===== src/rtl/ffia_pkg.sv =====
// Package for the FIFO free-ID allocator: sizes, status and action codes,
// and the control bundle broadcast to the cell chain. No dependencies.
`default_nettype none

package ffia_pkg;

    localparam int NUM_IDS = 64;
    // Identifier / count width: must hold the value NUM_IDS itself
    localparam int ID_W    = $clog2(NUM_IDS + 1);
    // Port identifier fields are 7 bits; compare in whichever is wider
    localparam int PORT_W  = 7;
    localparam int CMP_W   = (ID_W > PORT_W) ? ID_W : PORT_W;

    localparam logic       ACT_ALLOCATE  = 1'b0;
    localparam logic       ACT_RELEASE   = 1'b1;

    localparam logic [1:0] ST_OK         = 2'd0;
    localparam logic [1:0] ST_EMPTY      = 2'd1;
    localparam logic [1:0] ST_RANGE      = 2'd2;
    localparam logic [1:0] ST_NOT_IN_USE = 2'd3;

    typedef logic [ID_W-1:0] t_id;

    typedef struct packed {
        logic pop;        // head leaves, every entry moves one cell down
        logic push;       // write push_id at the cell that matches tail_pos
        t_id  tail_pos;   // cell id (index + 1) of the first empty entry
        t_id  push_id;
        logic mark_set;   // set in-use mark of mark_id
        logic mark_clr;   // clear in-use mark of mark_id
        t_id  mark_id;    // also the identifier whose mark is looked up
    } t_cell_ctrl;

endpackage

`default_nettype wire


===== src/rtl/ffia_cell.sv =====
// One cell of the allocator chain: one free-list entry plus the in-use mark
// of the identifier equal to its own cell id. Depends on ffia_pkg.
`default_nettype none

module ffia_cell (
    input  wire                      i_clk,
    input  wire                      i_rst_n,
    input  wire ffia_pkg::t_id       i_cell_id,
    input  wire ffia_pkg::t_cell_ctrl i_ctrl,
    input  wire ffia_pkg::t_id       i_next_id,
    output ffia_pkg::t_id            o_id,
    output logic                     o_mark,
    output logic                     o_hit
);
    import ffia_pkg::*;

    t_id  r_id,   n_id;
    logic r_mark, n_mark;
    logic own_mark;

    assign own_mark = (i_ctrl.mark_id == i_cell_id);

    always_comb begin
        n_id = r_id;
        if (i_ctrl.pop) begin
            n_id = i_next_id;
        end else if (i_ctrl.push && (i_ctrl.tail_pos == i_cell_id)) begin
            n_id = i_ctrl.push_id;
        end
    end

    always_comb begin
        n_mark = r_mark;
        if (own_mark && i_ctrl.mark_set) begin
            n_mark = 1'b1;
        end else if (own_mark && i_ctrl.mark_clr) begin
            n_mark = 1'b0;
        end
    end

    // Reset: entry k holds identifier k+1, no mark set
    always_ff @(posedge i_clk) begin
        if (!i_rst_n) begin
            r_id   <= i_cell_id;
            r_mark <= 1'b0;
        end else begin
            r_id   <= n_id;
            r_mark <= n_mark;
        end
    end

    assign o_id   = r_id;
    assign o_mark = r_mark;
    assign o_hit  = r_mark && own_mark;

endmodule

`default_nettype wire


===== src/rtl/fifo_free_id_allocator_top.sv =====
// Top level of the FIFO free-ID allocator: request/response handshake,
// free count and result register around a chain of ffia_cell.
// Depends on ffia_pkg and ffia_cell.
`default_nettype none

// Hands out identifiers 1..NUM_IDS (64) oldest-free-first. One transaction
// in gives exactly one transaction out, in the cycle after acceptance; a new
// transaction is taken every cycle unless the result register is full and
// stalled. The free list lives in a row of NUM_IDS cells: cell 0 is the
// head, an allocate shifts every entry one cell towards the head, a release
// writes into the cell just past the last free entry. Each cell also keeps
// the in-use mark of one identifier, so the mark lookup is a compare in
// every cell and an OR across the row. Status codes: ok, no free identifier,
// identifier out of range (zero or above NUM_IDS), identifier not in use
// (double release, dropped). assigned_id is zero for anything but a
// successful allocate. After reset the block is ready at once; there is no
// clearing pass.

module fifo_free_id_allocator_top (
    input  wire        i_clk,
    input  wire        i_rst_n,
    // request channel
    input  wire        i_valid,
    output logic       o_stall,
    input  wire        i_action,
    input  wire  [6:0] i_release_id,
    // response channel
    output logic       o_valid,
    input  wire        i_stall,
    output logic [1:0] o_status,
    output logic [6:0] o_assigned_id
);
    import ffia_pkg::*;

    // free identifier count, shared by pop/push control
    t_id              r_count,   n_count;
    logic             r_valid,   n_valid;
    logic [1:0]       r_status,  n_status;
    logic [6:0]       r_assigned, n_assigned;

    t_cell_ctrl       ctrl;
    t_id              cell_ids [NUM_IDS];
    logic [NUM_IDS-1:0] marks;
    logic [NUM_IDS-1:0] hits;

    logic             accept;
    logic             is_alloc;
    logic             list_empty;
    logic             list_full;
    logic [CMP_W-1:0] rid_w;
    logic [CMP_W-1:0] head_w;
    logic             range_bad;
    logic             in_use;
    logic             grant;
    logic             release_ok;

    // ---------------------------------------------------------------
    // Handshake: the result register frees up as it is taken
    // ---------------------------------------------------------------
    assign o_stall = r_valid && i_stall;
    assign accept  = i_valid && !o_stall;

    // ---------------------------------------------------------------
    // Request decode
    // ---------------------------------------------------------------
    assign is_alloc   = (i_action == ACT_ALLOCATE);
    assign list_empty = (r_count == '0);
    assign list_full  = (r_count >= ID_W'(NUM_IDS));
    assign rid_w      = CMP_W'(i_release_id);
    assign head_w     = CMP_W'(cell_ids[0]);
    assign range_bad  = (rid_w == '0) || (rid_w > CMP_W'(NUM_IDS));
    assign in_use     = |hits;

    assign grant      = accept && is_alloc && !list_empty;
    assign release_ok = accept && !is_alloc && !range_bad && in_use && !list_full;

    // Broadcast to the cell row
    always_comb begin
        ctrl          = '0;
        ctrl.pop      = grant;
        ctrl.push     = release_ok;
        ctrl.tail_pos = r_count + 1'b1;
        ctrl.push_id  = ID_W'(rid_w);
        ctrl.mark_set = grant;
        ctrl.mark_clr = release_ok;
        // allocate marks the head identifier; release checks/clears its own
        ctrl.mark_id  = is_alloc ? cell_ids[0] : ID_W'(rid_w);
    end

    // ---------------------------------------------------------------
    // Cell chain: cell k holds free entry k and the mark of id k+1
    // ---------------------------------------------------------------
    for (genvar k = 0; k < NUM_IDS; k++) begin : g_cell
        t_id next_id;
        if (k < NUM_IDS - 1) begin : g_mid
            assign next_id = cell_ids[k+1];
        end else begin : g_last
            assign next_id = '0;
        end

        ffia_cell u_cell (
            .i_clk     (i_clk),
            .i_rst_n   (i_rst_n),
            .i_cell_id (ID_W'(k + 1)),
            .i_ctrl    (ctrl),
            .i_next_id (next_id),
            .o_id      (cell_ids[k]),
            .o_mark    (marks[k]),
            .o_hit     (hits[k])
        );
    end

    // ---------------------------------------------------------------
    // Result and count update
    // ---------------------------------------------------------------
    always_comb begin
        n_count    = r_count;
        n_valid    = r_valid && i_stall;
        n_status   = r_status;
        n_assigned = r_assigned;
        if (grant) begin
            n_count = r_count - 1'b1;
        end else if (release_ok) begin
            n_count = r_count + 1'b1;
        end
        if (accept) begin
            n_valid    = 1'b1;
            n_assigned = '0;
            if (is_alloc) begin
                if (list_empty) begin
                    n_status = ST_EMPTY;
                end else begin
                    n_status   = ST_OK;
                    n_assigned = head_w[6:0];
                end
            end else if (range_bad) begin
                n_status = ST_RANGE;
            end else if (!in_use || list_full) begin
                n_status = ST_NOT_IN_USE;
            end else begin
                n_status = ST_OK;
            end
        end
    end

    always_ff @(posedge i_clk) begin
        if (!i_rst_n) begin
            r_count <= ID_W'(NUM_IDS);
            r_valid <= 1'b0;
        end else begin
            r_count <= n_count;
            r_valid <= n_valid;
        end
    end

    // payload, no reset needed
    always_ff @(posedge i_clk) begin
        r_status   <= n_status;
        r_assigned <= n_assigned;
    end

    assign o_valid       = r_valid;
    assign o_status      = r_status;
    assign o_assigned_id = r_assigned;

    // ---------------------------------------------------------------
    // Assertions
    // ---------------------------------------------------------------
    a_count_range: assert property (@(posedge i_clk) disable iff (!i_rst_n)
        r_count <= ID_W'(NUM_IDS))
        else $error("free count above NUM_IDS");

    // every identifier is either on the free list or marked in use
    a_marks_vs_count: assert property (@(posedge i_clk) disable iff (!i_rst_n)
        ($countones(marks) + int'(r_count)) == NUM_IDS)
        else $error("in-use marks disagree with free count");

    a_grant_pops: assert property (@(posedge i_clk) disable iff (!i_rst_n)
        grant |=> (r_count == ID_W'($past(r_count) - 1'b1)) && (r_status == ST_OK))
        else $error("allocate did not pop the free list");

    a_release_pushes: assert property (@(posedge i_clk) disable iff (!i_rst_n)
        release_ok |=> (r_count == ID_W'($past(r_count) + 1'b1)) && (r_assigned == '0))
        else $error("release did not append to the free list");

    a_busy_hold: assert property (@(posedge i_clk) disable iff (!i_rst_n)
        (r_valid && i_stall) |=> r_valid)
        else $error("stalled result dropped");

endmodule

`default_nettype wire

===== config.mk =====
export PLATFORM = sky130hd
export DESIGN_NAME = fifo_free_id_allocator_top
export DESIGN_NICKNAME = d
export VERILOG_FILES = /design/src/rtl/ffia_pkg.sv /design/src/rtl/ffia_cell.sv /design/src/rtl/fifo_free_id_allocator_top.sv
export SDC_FILE = /design/constraint.sdc
export NUM_CORES = 1
export LEC_CHECK = 0
export ABC_AREA = 1
export BUFFER_PORTS_ARGS = -buffer_cell sky130_fd_sc_hd__buf_2
export CAP_MARGIN = 20
export CELL_PAD_IN_SITES_DETAIL_PLACEMENT = 1
export CELL_PAD_IN_SITES_GLOBAL_PLACEMENT = 2
export CORE_UTILIZATION = 25
export DETAILED_ROUTE_END_ITERATION = 6
export MAX_ROUTING_LAYER = met4
export PLACE_DENSITY_LB_ADDON = 0.1
export SKIP_CTS_REPAIR_TIMING = 1
export SYNTH_ARGS = -nofsm -noshare
export SYNTH_HDL_FRONTEND = slang
export SYNTH_HIERARCHICAL = 1
export SYNTH_SLANG_ARGS = --single-unit

===== constraint.sdc =====
create_clock -name i_clk -period 17.91 [get_ports i_clk]
set_input_delay 3.582 -clock i_clk [delete_from_list [all_inputs] [get_ports i_clk]]
set_output_delay 3.582 -clock i_clk [all_outputs]
set_load 0.02 [all_outputs]

==> key figures, run 1 <==
Setup path
  • Worst path cell trace: buf_4 > nand2_1 > nand2_4 > buf_4 > xnor2_1 > nand2_1 > nor2_2 > and3_2 > nor2_1 > nand2_1 > nor2_1 > nand2_1 > nor2_1 > nand2_1 > nand3_2 > inv_6 > buf_4 > o21ai_0 > nor3_1 > nand2_1 > nand2_1
  • Most used cell along the critical path: nand2_1
  • Crit-path max FO: 54
  • Worst path max stage delay: 0.92 ns
  • CP Launch Point: i_release_id[4]
  • Setup crit end kind: flip-flop
  • Critical Path Start Type: primary input
  • Crit path max-delay cell type: buf_4
  • Worst R2R End: g_cell[22].u_cell/o_id[3]
  • Reg2Reg Depth: 22
  • Arrival time worst endpoint: 9.13 ns
  • RR Startpoint: g_cell[0].u_cell/o_id[1]
  • Reg2reg setup slack: 11.94 ns
  • Worst path required time: 18.26 ns
  • Setup CP Type: in2reg

Worst hold path
  • Hold Startpoint: g_cell[39].u_cell/o_mark
  • Worst hold stages: 2
  • Hold Path End: g_cell[39].u_cell/o_mark
  • HP Class: reg2reg

Timing
  • Worst setup margin: 9.13 ns
  • Tightest Pin Transition: 1.12 ns
  • Clk_skew: 0.0432 ns
  • Final critical-path share of the clock period: 49.0%
  • Final hold vios: 0
  • RSZ-0062 raised after global routing: no
  • Setup total negative slack: 0 ns
  • Normalized max-slew margin: 25.2%
  • Maximum clock rate: 114 MHz
  • Final Setup Violations: 0
  • Final min period: 8.78 ns
  • Slew Limit Fails: 0

Route
  • Routed WL: 157 mm
  • Top layer used by detailed routing: met4
  • Routed length on met3: 3.34 mm
  • Antenna Nets Post-Route: 0
  • Residual DRC count: 0
  • Pre-antenna DRT Iters: 5
  • Via count: 38,800
  • Routed len/inst: 17.5 µm
  • Initial DRC Count: 1,632
  • DR WL met2: 74.6 mm
  • Post-DR vias/cell: 4.33
  • Post-Route M1 WL: 76.2 mm

Clocking
  • Clock Latency Late Sink: 0.68 ns
  • CTS Buf Count: 75
  • H-tree depth: 3
  • Clk sinks: 529
  • CTS root buffer: clkbuf_16
  • CTS tree: yes
  • Worst-path clk slew: 0.06 ns
  • Clock Path Buffers: 3

GRT
  • Largest net degree at the start of global routing: 159
  • Total GRT Usage: 19.9%
  • Congestion Overflow GR: 0
  • First-pass GRT wire length: 240 mm
  • Initial antenna violation count: 6
  • Vias in the first global route: 39,400

Yosys
  • Syn Std Cell Area: 0.0397 mm²
  • Avg Cell Area, Syn: 7.27 µm²
  • Cells after Synth: 5,461
  • Yosys warns: 6
  • Seq/Total Area, Yosys: 38.2%
  • Synth cell types: 37
  • FF+latch count, synth: 529

Placed design
  • Setup WS pre-CTS: 8.20 ns
  • GPL Wtd Cong: 0.750
  • Post-DP HPWL: 100 mm
  • Port bufs: 22

Floorplan
  • Initial Util: 25.3%
  • Die W: 401 µm
  • Num rows: 145
  • Area of the core: 0.157 mm²
  • Die height: 401 µm
  • Ports: 23
  • Die Area: 0.161 mm²

Run
  • Max-capacitance violation count: 0

Final layout
  • Nets: 6,845
  • Layout area overhead: 26.0%
  • Storage element area: 0.0152 mm²
  • Ratio of cells with drive above 1 in the final layout: 9.66%
  • Most frequent cells in the layout: 1,397 x nand2_1, 1,287 x conb_1, 708 x o21ai_0
  • Commonest non-fill, non-tap cell in the layout: nand2_1
  • Area of the multi-input gates: 0.0265 mm²
  • Filler instances: 19,700

Run status
  • Outcome: finished, final reports clean

Pwr
  • Max IR drop VDD: 0.0594 mV
  • Leakage power total: 21.7 nW
  • Pwr Density: 78.7 mW/mm²
==> metal layers <==
metal / GRT usage [%] / up-vias
li1: - / 19900
met3: 1.92 / 152
met5: - / -
met4: 4.12 / 0
met1: 26.1 / 18400
met2: 33.3 / 338
==> cell type report <==
class | instances | area share (%)
antenna | 2 | 0.0100
timing repair buffer | 75 | 1.22
multi-input combinational | 5426 | 52.9
clock buffer | 92 | 3.96
sequential | 529 | 30.3
inverter | 724 | 5.46
clock inverter | 47 | 0.988
tap | 2058 | 5.15
==> state kept, by name (all words and copies together), names as in the netlist <==
name and flops:
o_valid 1, g_cell.u_cell/o_id 448, o_status 2, o_assigned_id 7, r_count 7, g_cell.u_cell/o_mark 64
==> Yosys cell counts (all sizes together) <==
| master | number | area share [%] |
|---|---|---|
| dfxtp | 72 | 3.6 |
| clkbuf | 1 | 0.0094 |
| conb | 2 | 0.019 |
| xor2 | 70 | 1.5 |
| nor2 | 716 | 7.7 |
| inv | 724 | 6.9 |
| ha | 2 | 0.063 |
| nor3 | 64 | 0.81 |
| edfxtp | 457 | 35 |
| xnor2 | 257 | 5.7 |
| and3 | 64 | 1.2 |
| o21bai | 1 | 0.019 |
| a22oi | 1 | 0.019 |
| o2111ai | 64 | 1.4 |
| o21ai | 715 | 9.0 |
| a211oi | 64 | 1.2 |
| o22ai | 384 | 6.0 |
| a21oi | 67 | 1.4 |
| nand3 | 134 | 2.5 |
| buf | 66 | 0.86 |
| nand4 | 67 | 1.1 |
| nand2 | 1402 | 13 |
| or2 | 67 | 1.1 |
==> worst max path at each step <==
stage                                            to  slack, ns  cells past startpoint
final                     g_cell[22].u_cell/o_id[3]       9.13                     21
after global routing      g_cell[30].u_cell/o_id[2]       8.59                     22
after CTS                 g_cell[24].u_cell/o_id[2]       8.96                     21
after detailed placement  g_cell[24].u_cell/o_id[3]       8.20                     21
after global placement    g_cell[10].u_cell/o_id[0]       8.30                     21
after floorplan           g_cell[10].u_cell/o_id[0]       3.96                     19
==> kinds of logic (layout without fill, tap and decap cells) <==
kind of cell	count (synthesis)	in the layout	synth area share [%]
flip-flops	529	529	38.2
XOR/XNOR	327	327	7.21
adder cells (fa/ha/maj)	2	2	0.0630
buffers and inverters	791	938	7.73
other	2	1289	0.0189
AND/OR/NAND/NOR	2514	2514	27.6
AO/OA/AOI/OAI	1296	1296	19.2
==> stage by stage <==
| step | total power (W) | std cells | instance area (µm²) | util, % | hold slack [ns] |
|---|---|---|---|---|---|
| 2_1_floorplan | 0.00218 | 6746 | 44500 | - | 0.443 |
| 3_3_place_gp | 0.00241 | 8811 | 47500 | 30.3 | 0.450 |
| 3_5_place_dp | 0.00241 | 8811 | 47500 | 30.3 | 0.454 |
| 4_1_cts | 0.00400 | 8950 | 50000 | 31.9 | 0.465 |
| 5_1_grt | 0.00416 | 8951 | 50000 | 31.9 | 0.480 |
| 6_report | 0.00394 | 8953 | 50000 | 31.9 | 0.463 |
==> worst max-delay path, delay by kind of cell <==
kind | cells | cell delay (ns)
buffers and inverters | 4 | 2.71
and+or+nand+nor | 15 | 2.27
xor gates and xnor gates | 1 | 0.20
AOI/OAI and AO/OA | 1 | 0.20
==> where the power goes <==
| group | switching, W | total (W) | internal (W) |
|---|---|---|---|
| logic | 0.000630 | 0.000888 | 0.000259 |
| registers | 0.0000371 | 0.00151 | 0.00148 |
| clock network | 0.000619 | 0.00154 | 0.000920 |
| total | 0.00129 | 0.00394 | 0.00265 |
Power figures use the tool's default switching activity.
==> inputs of run 2 (changes only) <==
- ABC_AREA: 1 -> 0
- clock period: 17.91 -> 7.2 ns (I/O delays scaled with it)
==> key figures, run 2 <==
Run status
  • Outcome: finished, final reports clean

Clocking
  • CTS Buf Count: 76
  • CTS tree: yes
  • Clk sinks: 529
  • Worst-path clk slew: 0.05 ns
  • Clock Latency Late Sink: 0.68 ns
  • H-tree depth: 3
  • CTS root buffer: clkbuf_16
  • Clock Path Buffers: 3

Worst hold path
  • Hold Path End: g_cell[60].u_cell/o_mark
  • Worst hold stages: 2
  • Hold Startpoint: g_cell[60].u_cell/o_mark
  • HP Class: reg2reg

Floorplan
  • Area of the core: 0.148 mm²
  • Ports: 23
  • Num rows: 141
  • Initial Util: 25.3%
  • Die W: 389 µm
  • Die height: 389 µm
  • Die Area: 0.152 mm²

Yosys
  • Synth area leaders: edfxtp_1 37%, xnor2_1 20%, mux2i_1 12%, a21oi_1 6.0%, nor2_1 5.2%
  • Seq/Total Area, Yosys: 40.4%
  • Top cell type's share of synthesized area: 36.6%
  • Async set-reset flop share out of synthesis: 0%
  • Synth cell types: 44
  • Yosys warns: 6
  • Post-synth top cells: 836 x xnor2_1, 522 x nor2_1, 457 x edfxtp_1, 452 x a21oi_1, 448 x mux2i_1
  • Synth area leader: edfxtp_1
  • Synth Flop Type: edfxtp_1
  • Most common cell in the synthesized netlist: xnor2_1
  • FF+latch count, synth: 529
  • Cells after Synth: 3,920
  • Post-synth EDFFs: 457
  • Syn Std Cell Area: 0.0375 mm²
  • Avg Cell Area, Syn: 9.58 µm²

Final layout
  • Ratio of cells with drive above 1 in the final layout: 5.35%
  • Nets: 5,319
  • Post-route cell area: 0.0483 mm²
  • Max FFs per register: 448
  • Layout area overhead: 28.6%
  • Commonest non-fill, non-tap cell in the layout: conb_1
  • Most frequent cells in the layout: 1,351 x conb_1, 833 x xnor2_1, 522 x nor2_1
  • Filler instances: 17,500

Timing
  • Tightest Pin Transition: 1.04 ns
  • Final min period: 5.58 ns
  • Final Setup Violations: 0
  • Setup total negative slack: 0 ns
  • Slew Limit Fails: 0
  • Final critical-path share of the clock period: 77.5%
  • Normalized max-slew margin: 30.7%
  • Clk_skew: 0.0331 ns
  • Final hold vios: 0
  • Worst setup margin: 1.62 ns
  • RSZ-0062 raised after global routing: no
  • Maximum clock rate: 179 MHz

GRT
  • Congestion Overflow GR: 0
  • Vias in the first global route: 29,800
  • Initial antenna violation count: 1
  • Largest net degree at the start of global routing: 196
  • First-pass GRT wire length: 177 mm
  • Total GRT Usage: 15.5%

Setup path
  • Setup CP Type: in2reg
  • RR Startpoint: g_cell[0].u_cell/o_id[6]
  • Worst R2R End: g_cell[50].u_cell/o_id[4]
  • Reg2Reg Depth: 14
  • Critical Path Start Type: primary input
  • Reg2reg setup slack: 2.33 ns
  • Arrival time worst endpoint: 5.99 ns
  • Worst path required time: 7.61 ns
  • Setup crit end kind: flip-flop
  • Crit-path max FO: 41
  • CP Launch Point: i_release_id[2]

Route
  • Routed WL: 113 mm
  • Via count: 29,300
  • Residual DRC count: 0
  • Initial DRC Count: 954
  • Antenna Nets Post-Route: 0
  • Pre-antenna DRT Iters: 5
  • Post-DR vias/cell: 3.98
  • Routed len/inst: 15.3 µm

Placed design
  • Post-DP HPWL: 68.0 mm
  • Dpl cell area: 0.0457 mm²
  • GPL Wtd Cong: 0.696
  • Setup WS pre-CTS: 0.921 ns
  • Port bufs: 22

Pwr
  • Max IR drop VDD: 0.153 mV
  • Pwr Density: 201 mW/mm²
  • Leakage power total: 17.4 nW

Run
  • Max-capacitance violation count: 0
## run 2: changes by cell type after synthesis, sizes merged, moves of 385 or more
cell,delta
nand2,-1189
inv,-653
o21ai,-646
xnor2,+579
mux2i,+448
a21oi,+385
## run 2: kinds of logic after synthesis
family          count (synthesis)  synth area share, %
compound gates                595                 8.22
flops                         529                 40.4
mux                           448                 11.9
fa+ha+maj                       2               0.0667
buf+inv                       269                 3.17
simple gates                 1172                 15.1
other cells                     2               0.0200
xor+xnor                      903                 21.1
## run 2: metal layers
metal	GRT usage, %	vias to the layer above	part of all wire (%)
li1	-	15300	-
met1	20.4	13800	50
met2	25.0	154	46
met3	2.06	92	2.4
met4	3.59	0	1.7
met5	-	-	0
## run 2: final cells by class
type / instances / area, µm² / share of cell area (%)
Multi-Input combinational cell: 4471 / 26400 / 54.6
Sequential cell: 529 / 15200 / 31.4
Tap cell: 2002 / 2500 / 5.19
Clock buffer: 91 / 1980 / 4.10
Timing Repair Buffer: 156 / 1420 / 2.94
Clock inverter: 49 / 558 / 1.16
Inverter: 71 / 277 / 0.573
Antenna cell: 1 / 2.50 / 0.00518
## run 2: metrics by stage
stage / util, % / power, W / cells / hold slack, ns
floorplan: - / 0.00541 / 5269 / 0.455
global placement: 30.8 / 0.00593 / 7229 / 0.463
detailed placement: 30.8 / 0.00595 / 7229 / 0.468
CTS: 32.5 / 0.00997 / 7369 / 0.475
global route: 32.5 / 0.0103 / 7370 / 0.493
finish: 32.5 / 0.00972 / 7370 / 0.471
## run 2: power by group
group,switching [W],internal (W)
clock network,0.00154,0.00233
logic,0.00125,0.000855
registers,0.0000878,0.00365
total,0.00288,0.00684
## run 2: worst max-delay path by stage
| stage | end | slack (ns) | cells after the start |
|---|---|---|---|
| 2_1_floorplan | g_cell[0].u_cell/o_id[0] | 0.07 | 14 |
| 3_3_place_gp | g_cell[4].u_cell/o_id[0] | 0.87 | 16 |
| 3_5_place_dp | g_cell[59].u_cell/o_id[4] | 0.92 | 16 |
| 4_1_cts | g_cell[59].u_cell/o_id[0] | 1.63 | 16 |
| 5_1_grt | g_cell[5].u_cell/o_id[4] | 1.27 | 16 |
| 6_report | g_cell[50].u_cell/o_id[4] | 1.62 | 16 |
## run 2: critical path: stages
cell	delay [ns]
buf_4	0.35
nand2_1	0.16
nand2_4	0.60
buf_4	0.31
xnor2_1	0.08
nand4_1	0.11
or3_1	0.15
nor2_1	0.05
nor4_1	0.76
nand4_1	0.41
nor4_1	0.63
nor3_2	0.22
buf_12	0.23
nand4_1	0.11
o21ai_0	0.10
buf_4	0.18
==> inputs of run 3 (changes only) <==
- clock period: 7.2 -> 5.5 ns (I/O delays scaled with it)
==> key figures, run 3 (synthesis gave the netlist of run 2 again) <==
Clocking
  • H-tree depth: 3
  • CTS tree: yes
  • Worst-path clk slew: 0.05 ns
  • Clock Path Buffers: 3
  • CTS root buffer: clkbuf_16
  • Clk sinks: 529
  • Clock Latency Late Sink: 0.67 ns
  • CTS Buf Count: 76

GRT
  • First-pass GRT wire length: 172 mm
  • Congestion Overflow GR: 0
  • Total GRT Usage: 14.8%
  • Largest net degree at the start of global routing: 129
  • Vias in the first global route: 30,200
  • Initial antenna violation count: 0

Timing
  • Clk_skew: 0.0313 ns
  • Final Setup Violations: 0
  • Final min period: 4.65 ns
  • Normalized max-slew margin: 27.4%
  • Tightest Pin Transition: 1.09 ns
  • Hold slack final: 0.471 ns
  • Maximum clock rate: 215 MHz
  • Slew Limit Fails: 0
  • Final critical-path share of the clock period: 84.5%
  • Final hold vios: 0
  • RSZ-0062 raised after global routing: no
  • Setup total negative slack: 0 ns

Final layout
  • Nets: 5,350
  • Storage element area: 0.0152 mm²
  • Max FFs per register: 448
  • Most frequent cells in the layout: 1,351 x conb_1, 833 x xnor2_1, 522 x nor2_1
  • Area of the multi-input gates: 0.0264 mm²
  • Filler instances: 17,400
  • Layout area overhead: 29.7%
  • Ratio of cells with drive above 1 in the final layout: 5.82%
  • Commonest non-fill, non-tap cell in the layout: conb_1
  • Diode count: 0

Floorplan
  • Initial Util: 25.3%
  • Area of the core: 0.148 mm²
  • Num rows: 141
  • Die height: 389 µm
  • Die Area: 0.152 mm²
  • Die W: 389 µm
  • Ports: 23

Route
  • Routed WL: 106 mm
  • Via count: 29,300
  • Top layer used by detailed routing: met4
  • Residual DRC count: 0
  • Routed len/inst: 14.4 µm
  • Initial DRC Count: 768
  • Antenna Nets Post-Route: 0
  • Post-Route M1 WL: 54.1 mm
  • Post-DR vias/cell: 3.97
  • Pre-antenna DRT Iters: 4
  • DR WL met2: 48.2 mm
  • Routed length on met3: 2.36 mm

Pwr
  • Combinational power share: 21.9%
  • Leakage power total: 17.6 nW
  • Switching share of power: 29.0%
  • Pwr Density: 261 mW/mm²
  • Clock power frac: 39.7%
  • Max IR drop VDD: 0.186 mV
  • Sw Pwr: 0.00368 W
  • Internal power: 0.00904 W
  • Sequential Power Share: 38.4%

Placed design
  • GPL Wtd Cong: 0.711
  • Port bufs: 22
  • Post-DP HPWL: 67.2 mm

Setup path
  • Critical Path Start Type: primary input
  • Worst path cell trace: buf_2 > nand2b_1 > nand2_4 > buf_4 > xnor2_1 > nand4_1 > or3_1 > nor2_1 > nor4_1 > nand4_1 > nor4_1 > buf_4 > nor3_2 > buf_12 > nand4_1 > o21ai_0 > buf_4
  • Setup CP Type: in2reg
  • Worst path max stage delay: 0.46 ns
  • Crit path max-delay cell type: nor3_2
  • Arrival time worst endpoint: 5.01 ns
  • Crit-path max FO: 42
  • Setup crit end kind: flip-flop
  • Worst path required time: 5.86 ns

Run status
  • Outcome: finished, final reports clean

Run
  • Max-capacitance violation count: 0

Worst hold path
  • HP Class: reg2reg
==> run 3: changes by cell type in the layout (fill, tap and decap cells not counted), sizes merged <==
cell / previous run / this run
buf: 156 / 187
clkinv: 34 / 19
clkbuf: 91 / 95
clkinvlp: 1 / 5
bufinv: 10 / 11
diode: 1 / 0
inv: 75 / 76
==> run 3: stage by stage <==
step	util (%)	std cells	setup WS (ns)	instance area (µm²)	power, W
floorplan	-	5269	0.0424	42700	0.00704
finish	32.8	7395	0.851	48700	0.0127
global route	32.8	7395	0.510	48700	0.0135
CTS	32.8	7395	0.806	48700	0.0130
detailed placement	31.1	7260	0.108	46200	0.00781
global placement	31.1	7260	0.127	46200	0.00779
==> run 3: path summary, 6_finish.rpt <==
path              cells past startpoint                         to                startpoint  slack [ns]
hold reg to reg                       2    g_cell[5].u_cell/o_mark   g_cell[5].u_cell/o_mark        0.47
hold / removal                        2    g_cell[5].u_cell/o_mark   g_cell[5].u_cell/o_mark        0.47
setup / recovery                     17  g_cell[24].u_cell/o_id[5]                  i_action        0.85
setup reg to reg                     16  g_cell[24].u_cell/o_id[5]  g_cell[0].u_cell/o_id[3]        1.21
==> run 3: worst max-delay path: cells and delay by family <==
kind / cells / cell delay (ns)
simple gates: 10 / 2.25
compound gates: 1 / 0.22
xor+xnor: 1 / 0.14
buf+inv: 5 / 1.21
==> run 3: routing by layer <==
metal,track usage [%],vias up
li1,-,15400
met5,-,-
met1,19.7,13700
met4,3.09,0
met2,23.8,131
met3,2.09,107
==> run 3: area by class of cell <==
| class | count | area share, % |
|---|---|---|
| multi-input combinational | 4471 | 54.2 |
| clock inverter | 40 | 1.06 |
| inverter | 71 | 0.568 |
| sequential | 529 | 31.2 |
| tap | 2002 | 5.15 |
| timing repair buffer | 187 | 3.73 |
| clock buffer | 95 | 4.10 |
==> run 3: power by group through the flow <==
stage	logic (W)	clock network, W	registers [W]
after floorplan	0.00211	0	0.00493
after global placement	0.00281	0	0.00497
after detailed placement	0.00283	0	0.00497
after CTS	0.00285	0.00529	0.00490
after global routing	0.00316	0.00540	0.00492
final	0.00278	0.00505	0.00489
